===== src/sv/asr_pkg.sv =====
//------------------------------------------------------------------------------
// asr_pkg
// Types, constants and the CRC-A byte update shared by the anticollision
// select responder and its response burst buffer.
//------------------------------------------------------------------------------
`default_nettype none

package asr_pkg;

	localparam int UID_BYTES   = 4;
	localparam int BURST_DEPTH = UID_BYTES + 1;
	localparam int CFG_IDX_W   = 2;
	localparam int CFG_DATA_W  = 32;

	typedef logic [7:0] byte_t;
	typedef logic [$clog2(BURST_DEPTH+1)-1:0] beat_cnt_t;
	typedef logic [3:0] frame_cnt_t;

	localparam byte_t      NVB_AC_START   = 8'h20;
	localparam byte_t      NVB_AC_END     = 8'h70;
	localparam byte_t      SAK_COMPLIANT  = 8'h20;
	localparam logic [15:0] CRC_POLY      = 16'h8408;
	localparam logic [15:0] CRC_PRESET_RST = 16'h6363;
	localparam frame_cnt_t COUNT_MAX      = 4'd15;

	typedef enum logic [CFG_IDX_W-1:0] {
		CFG_UID_WORD   = 2'd0,
		CFG_SAK_VALUE  = 2'd1,
		CFG_CRC_PRESET = 2'd2
	} cfg_reg_t;

	typedef struct packed {
		logic                        valid;
		beat_cnt_t                   count;
		byte_t [BURST_DEPTH-1:0]     data;
	} burst_load_t;

	function automatic logic [15:0] crc_a_byte(input logic [15:0] crc, input byte_t b);
		logic [15:0] c;
		c = crc ^ {8'h00, b};
		for (int i = 0; i < 8; i++) begin
			if (c[0]) begin
				c = (c >> 1) ^ CRC_POLY;
			end else begin
				c = c >> 1;
			end
		end
		return c;
	endfunction

endpackage

`default_nettype wire


===== src/sv/asr_burst.sv =====
//------------------------------------------------------------------------------
// asr_burst
// Response burst buffer: loads a whole response at once and shifts it out
// one beat per accepted transfer, first byte first.
//------------------------------------------------------------------------------
`default_nettype none

module asr_burst (
	input  wire logic                 clk,
	input  wire logic                 arst_n,
	input  wire asr_pkg::burst_load_t ld,
	output logic                      free_next,
	output logic                      tx_valid,
	input  wire logic                 tx_stall,
	output asr_pkg::byte_t            tx_byte,
	output logic                      tx_last
);

	asr_pkg::beat_cnt_t                          cnt_q;
	asr_pkg::byte_t [asr_pkg::BURST_DEPTH-1:0]   data_q;
	logic                                        take;

	assign tx_valid  = (cnt_q != '0);
	assign take      = tx_valid && !tx_stall;
	assign tx_byte   = data_q[0];
	assign tx_last   = (cnt_q == asr_pkg::beat_cnt_t'(1));
	assign free_next = (cnt_q == '0) || (take && tx_last);

	always_ff @(posedge clk or negedge arst_n) begin
		if (!arst_n) begin
			cnt_q <= '0;
		end else if (ld.valid) begin
			cnt_q <= ld.count;
		end else if (take) begin
			cnt_q <= cnt_q - asr_pkg::beat_cnt_t'(1);
		end
	end

	always_ff @(posedge clk) begin
		if (ld.valid) begin
			data_q <= ld.data;
		end else if (take) begin
			data_q <= {8'h00, data_q[asr_pkg::BURST_DEPTH-1:1]};
		end
	end

	// a new response only lands when the previous one is gone or leaving
	a_load_when_free: assert property (@(posedge clk) disable iff (!arst_n)
		ld.valid |-> free_next)
		else $error("burst loaded over a pending response");

	a_cnt_bound: assert property (@(posedge clk) disable iff (!arst_n)
		cnt_q <= asr_pkg::beat_cnt_t'(asr_pkg::BURST_DEPTH))
		else $error("burst count out of range");

	a_end_of_burst: assert property (@(posedge clk) disable iff (!arst_n)
		(take && tx_last && !ld.valid) |=> !tx_valid)
		else $error("beat shown after final beat");

endmodule

`default_nettype wire


===== src/sv/anticollision_select_responder.sv =====
//------------------------------------------------------------------------------
// anticollision_select_responder
// Card-side responder for one cascade level of type A anticollision/select:
// tracks the received frame and answers with UID+BCC or SAK+CRC-A.
//------------------------------------------------------------------------------
// channel | dir | handshake            | payload
// rx      | in  | rx_valid / rx_stall  | rx_byte, rx_last
// tx      | out | tx_valid / tx_stall  | tx_byte, tx_last
// cfg     | in  | cfg_valid / cfg_ready| cfg_index, cfg_data
//
// one received beat per cycle while rx_stall is low, held in the input register
// a frame end may load a full response (5 or 3 beats) into the burst buffer
// a frame-end beat waits in the input register while a previous response drains
// reset clears frame state, burst count and registers (crc preset to 0x6363)
//------------------------------------------------------------------------------
`default_nettype none

module anticollision_select_responder (
	input  wire logic                                 clk,
	input  wire logic                                 arst_n,
	input  wire logic                                 rx_valid,
	output logic                                      rx_stall,
	input  wire asr_pkg::byte_t                       rx_byte,
	input  wire logic                                 rx_last,
	output logic                                      tx_valid,
	input  wire logic                                 tx_stall,
	output asr_pkg::byte_t                            tx_byte,
	output logic                                      tx_last,
	input  wire logic                                 cfg_valid,
	output logic                                      cfg_ready,
	input  wire logic [asr_pkg::CFG_IDX_W-1:0]        cfg_index,
	input  wire logic [asr_pkg::CFG_DATA_W-1:0]       cfg_data
);

	logic [31:0]            uid_q;
	asr_pkg::byte_t         sak_q;
	logic [15:0]            crc_preset_q;

	logic                   valid_s1;
	asr_pkg::byte_t         byte_s1;
	logic                   last_s1;

	asr_pkg::frame_cnt_t    count_q;
	asr_pkg::byte_t         nvb_q;
	logic                   match_q;

	asr_pkg::frame_cnt_t    count_nx;
	asr_pkg::byte_t         nvb_nx;
	logic                   match_nx;
	logic                   cmp_en;
	logic [1:0]             uid_sel;
	asr_pkg::byte_t         uid_cur;
	asr_pkg::byte_t         bcc;
	asr_pkg::byte_t         sak;
	logic [15:0]            crc;
	logic                   adv;
	logic                   free_next;
	asr_pkg::burst_load_t   ld;

	assign cfg_ready = 1'b1;

	always_ff @(posedge clk or negedge arst_n) begin
		if (!arst_n) begin
			uid_q        <= '0;
			sak_q        <= '0;
			crc_preset_q <= asr_pkg::CRC_PRESET_RST;
		end else if (cfg_valid && cfg_ready) begin
			unique case (cfg_index)
				asr_pkg::CFG_UID_WORD:   uid_q        <= cfg_data;
				asr_pkg::CFG_SAK_VALUE:  sak_q        <= cfg_data[7:0];
				asr_pkg::CFG_CRC_PRESET: crc_preset_q <= cfg_data[15:0];
				default: ;
			endcase
		end
	end

	// input register
	assign rx_stall = valid_s1 && last_s1 && !free_next;
	assign adv      = valid_s1 && !rx_stall;

	always_ff @(posedge clk or negedge arst_n) begin
		if (!arst_n) begin
			valid_s1 <= 1'b0;
		end else if (!rx_stall) begin
			valid_s1 <= rx_valid;
		end
	end

	always_ff @(posedge clk) begin
		if (!rx_stall) begin
			byte_s1 <= rx_byte;
			last_s1 <= rx_last;
		end
	end

	// frame tracking
	always_comb begin
		cmp_en   = (count_q >= 4'd2) && (count_q < 4'(2 + asr_pkg::UID_BYTES));
		uid_sel  = count_q[1:0] - 2'd2;
		uid_cur  = uid_q[{uid_sel, 3'b000} +: 8];
		nvb_nx   = (count_q == 4'd1) ? byte_s1 : nvb_q;
		match_nx = match_q && !(cmp_en && (byte_s1 != uid_cur));
		count_nx = (count_q == asr_pkg::COUNT_MAX) ? count_q : count_q + 4'd1;
	end

	always_ff @(posedge clk or negedge arst_n) begin
		if (!arst_n) begin
			count_q <= '0;
			nvb_q   <= '0;
			match_q <= 1'b1;
		end else if (adv) begin
			if (last_s1) begin
				count_q <= '0;
				nvb_q   <= '0;
				match_q <= 1'b1;
			end else begin
				count_q <= count_nx;
				nvb_q   <= nvb_nx;
				match_q <= match_nx;
			end
		end
	end

	// response build
	always_comb begin
		bcc = uid_q[7:0] ^ uid_q[15:8] ^ uid_q[23:16] ^ uid_q[31:24];
		sak = sak_q | asr_pkg::SAK_COMPLIANT;
		crc = asr_pkg::crc_a_byte(crc_preset_q, sak);
		ld  = '0;
		if (adv && last_s1 && (count_nx >= 4'd2)) begin
			priority if (nvb_nx == asr_pkg::NVB_AC_START) begin
				ld.valid = 1'b1;
				ld.count = asr_pkg::beat_cnt_t'(asr_pkg::BURST_DEPTH);
				ld.data  = {bcc, uid_q[31:24], uid_q[23:16], uid_q[15:8], uid_q[7:0]};
			end else if ((nvb_nx == asr_pkg::NVB_AC_END) && match_nx
					&& (count_nx >= 4'(2 + asr_pkg::UID_BYTES))) begin
				ld.valid = 1'b1;
				ld.count = asr_pkg::beat_cnt_t'(3);
				ld.data  = {8'h00, 8'h00, crc[15:8], crc[7:0], sak};
			end else begin
				ld = '0;
			end
		end
	end

	asr_burst u_burst (
		.clk       (clk),
		.arst_n    (arst_n),
		.ld        (ld),
		.free_next (free_next),
		.tx_valid  (tx_valid),
		.tx_stall  (tx_stall),
		.tx_byte   (tx_byte),
		.tx_last   (tx_last)
	);

	a_stall_cause: assert property (@(posedge clk) disable iff (!arst_n)
		rx_stall |-> (valid_s1 && last_s1 && tx_valid))
		else $error("input held without a pending response");

	a_frame_clear: assert property (@(posedge clk) disable iff (!arst_n)
		(adv && last_s1) |=> (count_q == '0) && match_q && (nvb_q == '0))
		else $error("frame state not cleared at frame end");

	a_no_resp_mid_frame: assert property (@(posedge clk) disable iff (!arst_n)
		ld.valid |-> (adv && last_s1))
		else $error("response loaded outside a frame end");

endmodule

`default_nettype wire


===== config.mk =====
export PLATFORM = sky130hd
export DESIGN_NAME = anticollision_select_responder
export DESIGN_NICKNAME = d
export VERILOG_FILES = /design/src/sv/asr_pkg.sv /design/src/sv/asr_burst.sv /design/src/sv/anticollision_select_responder.sv
export SDC_FILE = /design/constraint.sdc
export NUM_CORES = 1
export LEC_CHECK = 0
export ABC_AREA = 0
export BUFFER_PORTS_ARGS = -buffer_cell sky130_fd_sc_hd__buf_2
export CAP_MARGIN = 5
export CORE_MARGIN = 10
export CORE_UTILIZATION = 59
export DETAILED_ROUTE_END_ITERATION = 6
export PLACE_DENSITY = 0.79
export SYNTH_ARGS = -nofsm -noshare
export SYNTH_HDL_FRONTEND = slang
export SYNTH_SLANG_ARGS = --single-unit
export TNS_END_PERCENT = 100

===== constraint.sdc =====
create_clock -name clk -period 6.9 [get_ports clk]
set_input_delay 1.38 -clock clk [delete_from_list [all_inputs] [get_ports clk]]
set_output_delay 1.38 -clock clk [all_outputs]
set_load 0.03 [all_outputs]

==> results.py <==
metrics = {
    "run_status": {
        "status": "complete, no violations",
    },
    "timing": {
        "rsz0062_at_grt": "false",
        "worst_slew_pin_slew_ps": 1310,
        "hold_violations": 0,
        "fin_crit_sh_pct": 66.3,
        "setup_viol": 0,
        "max_freq_mhz": 219,
        "slew-limit-headroom_pct": 12.3,
        "setup_tns_ps": 0,
        "final_max_slew_viol_count": 0,
        "finalClockSkew_ps": 11.5,
        "post-route-min-period_ps": 4570,
    },
    "layout": {
        "antenna_cells": 0,
        "stdcell_area_um2": 7300,
        "fin_cells": 740,
        "nets": 645,
        "syn_to_final_growth_pct": 14.0,
        "drive_above_1_share_pct": 28.3,
    },
    "clocking": {
        "cts_root_buf": "clkbuf_8",
        "ctsResizeCount": 0,
        "cts_hold_buf": 0,
        "numCtsBuffers": 17,
        "clkSlewWorstSetupHoldPaths_ps": 60,
        "clk_latency_ps": 540,
        "cts_buffer_depth": 2,
        "clock-sinks": 121,
        "htreeDepth": 4,
        "cts_setup_buffers": 0,
        "cts_tree": "built",
    },
    "yosys": {
        "netlist_area_um2": 6400,
        "yosysTopAreaCell": "dfrtp_1",
        "synth_area_leaders": "dfrtp_1 25%, edfxtp_1 23%, mux2_2 9.7%, xnor2_1 7.0%, dfstp_2 3.7%",
        "synth_nets": 604,
        "synth_top_cell_area_share_pct": 24.6,
        "synth_seq_cells": 121,
        "synth.most_common_cell": "dfrtp_1",
        "ys_seq_area_share_pct": 51.3,
        "ys_types": 52,
        "synth.top_cells.by_count": "63 x dfrtp_1, 55 x mux2_2, 51 x xnor2_1",
        "yosysWarnings": 0,
        "syn_inst": 550,
        "async_flop_share_pct": 59.5,
        "syn_avg_cell_area_um2": 11.6,
        "synth-edff-count": 49,
        "ys.flop_type": "dfrtp_1",
    },
    "global_route": {
        "grt_usage_pct": 21.6,
        "grt_pass1_wl_um": 25200,
        "first_global_vias": 4746,
        "antenna_found_initial": 0,
        "overflow": 0,
        "grt_start_max_net_pins": 73,
    },
    "critical_path": {
        "cpMaxStageDelayCell": "nand3_2",
        "start_kind": "flip-flop",
        "critical_path.max_fanout": 40,
        "cp_data_arrival_time_ps": 4520,
        "reg2reg_to": "u_burst.tx_byte[6]$_DFFE_PP_",
        "r2r_cells": 6,
        "slowest_delay_ps": 990,
        "crit_required_ps": 6850,
        "r2r-start": "count_q[0]$_DFFE_PN0N_",
        "critPathKind": "reg -> reg",
        "r2r_slack_ps": 2330,
        "endpoint_kind": "flip-flop",
        "cp_cell_sequence": "ha_1 > nand2_1 > o21ai_0 > a21o_1 > nand2b_1 > nand3_2",
    },
    "routing": {
        "met3_length_um": 1220,
        "highest_layer": "met4",
        "antenna_left": 0,
        "route.met2.wl_um": 7750,
        "m1WireLength_um": 6620,
        "drtPass1Iterations": 6,
        "vias": 4758,
        "drc": 0,
        "vias_per_cell": 6.43,
        "totalWireLength_um": 16100,
        "drt-initial-drc-count": 587,
        "wl_per_cell_um": 21.8,
    },
    "hold_path": {
        "hold_path.startpoint": "nvb_q[3]$_DFFE_PN0N_",
        "min_to": "nvb_q[3]$_DFFE_PN0N_",
        "hp-class": "reg -> reg",
        "whs_path_depth": 2,
    },
    "floorplan": {
        "die_y_um": 124,
        "die-area_um2": 15400,
        "core-area_um2": 10500,
        "row_count": 37,
        "ios": 60,
        "initial_utilization_pct": 61.2,
        "die_w_um": 124,
    },
    "power_and_ir_drop": {
        "total_leakage_power_nw": 2.84,
        "pwr_density_cell_nw_per_um2": 440,
        "power_mw": 3.22,
        "peakVddDrop_mv": 0.334,
    },
    "placed_design": {
        "dp_hpwl_um": 11000,
        "dp_cells": 708,
        "gp_congestion": 0.888,
        "placed_cell_area_um2": 6710,
        "numPortBuffers": 58,
    },
    "run": {
        "maxCapViolations": 0,
    },
}
==> sequential cells by signal, indices dropped and copies added (netlist names) <==
signal and cells:
count_q 4, match_q 1, nvb_q 8, sak_q 7
u_burst.data_q 32, uid_q 32, valid_s1 1, u_burst.tx_byte 8
last_s1 1, byte_s1 8, crc_preset_q 16, u_burst.cnt_q 3
==> metrics by stage <==
step                hold WS (ps)  utilization [%]  setup slack [ps]
finish                       523             69.8              2330
global route                 543             69.8              1940
CTS                          521             69.8              2370
detailed placement           508             64.1              2090
global placement             482             64.1              2230
floorplan                    464                -              2900
==> how the worst max path moves through the flow <==
stage,depth (start not counted),slack [ps],endpoint,startpoint
2_1_floorplan,7,2900,u_burst.data_q[10]$_DFFE_PP_,tx_stall
3_3_place_gp,6,2230,u_burst.tx_byte[7]$_DFFE_PP_,tx_stall
3_5_place_dp,6,2090,u_burst.tx_byte[6]$_DFFE_PP_,tx_stall
4_1_cts,6,2370,u_burst.tx_byte[0]$_DFFE_PP_,count_q[0]$_DFFE_PN0N_
5_1_grt,6,1940,u_burst.tx_byte[6]$_DFFE_PP_,count_q[0]$_DFFE_PN0N_
6_report,6,2330,u_burst.tx_byte[6]$_DFFE_PP_,count_q[0]$_DFFE_PN0N_
==> critical path: cells and delay by family (launching register included) <==
family                     cells  cell delay, ps
adders and majority gates      1             380
AOI/OAI and AO/OA              2            1050
and+or+nand+nor                3            1760
DFF                            1             760
==> layer usage <==
metal,GRT usage [%],vias to the layer above
met1,27.3,2365
met5,0,-
li1,-,2125
met2,33.7,226
met4,9.86,0
met3,6.29,42
==> power by group <==
part           total [mW]  switching (mW)  leakage, nW  internal [mW]
combinational        1.13           0.629         1.23          0.504
sequential           1.21           0.216         1.31          0.994
clock               0.874           0.323        0.297          0.551
total                3.22            1.17         2.84           2.05
==> cell type report <==
| class | instances | area [um2] |
|---|---|---|
| clock buffer | 24 | 513 |
| clock inverter | 8 | 78.8 |
| fill | 749 | 3160 |
| inverter | 7 | 26.3 |
| multi-input combinational | 380 | 2900 |
| sequential | 121 | 3280 |
| tap | 136 | 170 |
| timing repair buffer | 64 | 335 |
==> cell usage in the layout (no fill, tap or decap), types with 8 or more instances in the layout <==
| cell type | Yosys | final |
|---|---|---|
| a22o_1 | 8 | 8 |
| xnor2_1 | 51 | 51 |
| a31oi_1 | 9 | 9 |
| clkbuf_16 | 0 | 18 |
| nand2_1 | 34 | 34 |
| nand3_1 | 28 | 27 |
| dfrtp_1 | 63 | 63 |
| buf_2 | 3 | 58 |
| and3_1 | 15 | 15 |
| edfxtp_1 | 49 | 49 |
| nand4_1 | 14 | 14 |
| o21ai_0 | 38 | 38 |
| a22oi_1 | 23 | 23 |
| nor2_1 | 23 | 23 |
| o311ai_1 | 8 | 8 |
| dfstp_2 | 9 | 9 |
| mux2_2 | 55 | 55 |
==> kinds of logic (layout without fill, tap and decap cells) <==
| family | count (synthesis) | in the layout | share of synthesized area, % |
|---|---|---|---|
| flip-flops | 121 | 121 | 51.3 |
| AND/OR/NAND/NOR | 142 | 142 | 11.5 |
| AO/OA/AOI/OAI | 109 | 109 | 11.4 |
| XOR/XNOR | 56 | 56 | 7.66 |
| other | 1 | 1 | 0.0585 |
| buffers and inverters | 49 | 103 | 3.81 |
| adder cells (fa/ha/maj) | 6 | 6 | 1.17 |
| multiplexers | 66 | 66 | 13.1 |
(Power assumes the default switching activity.)
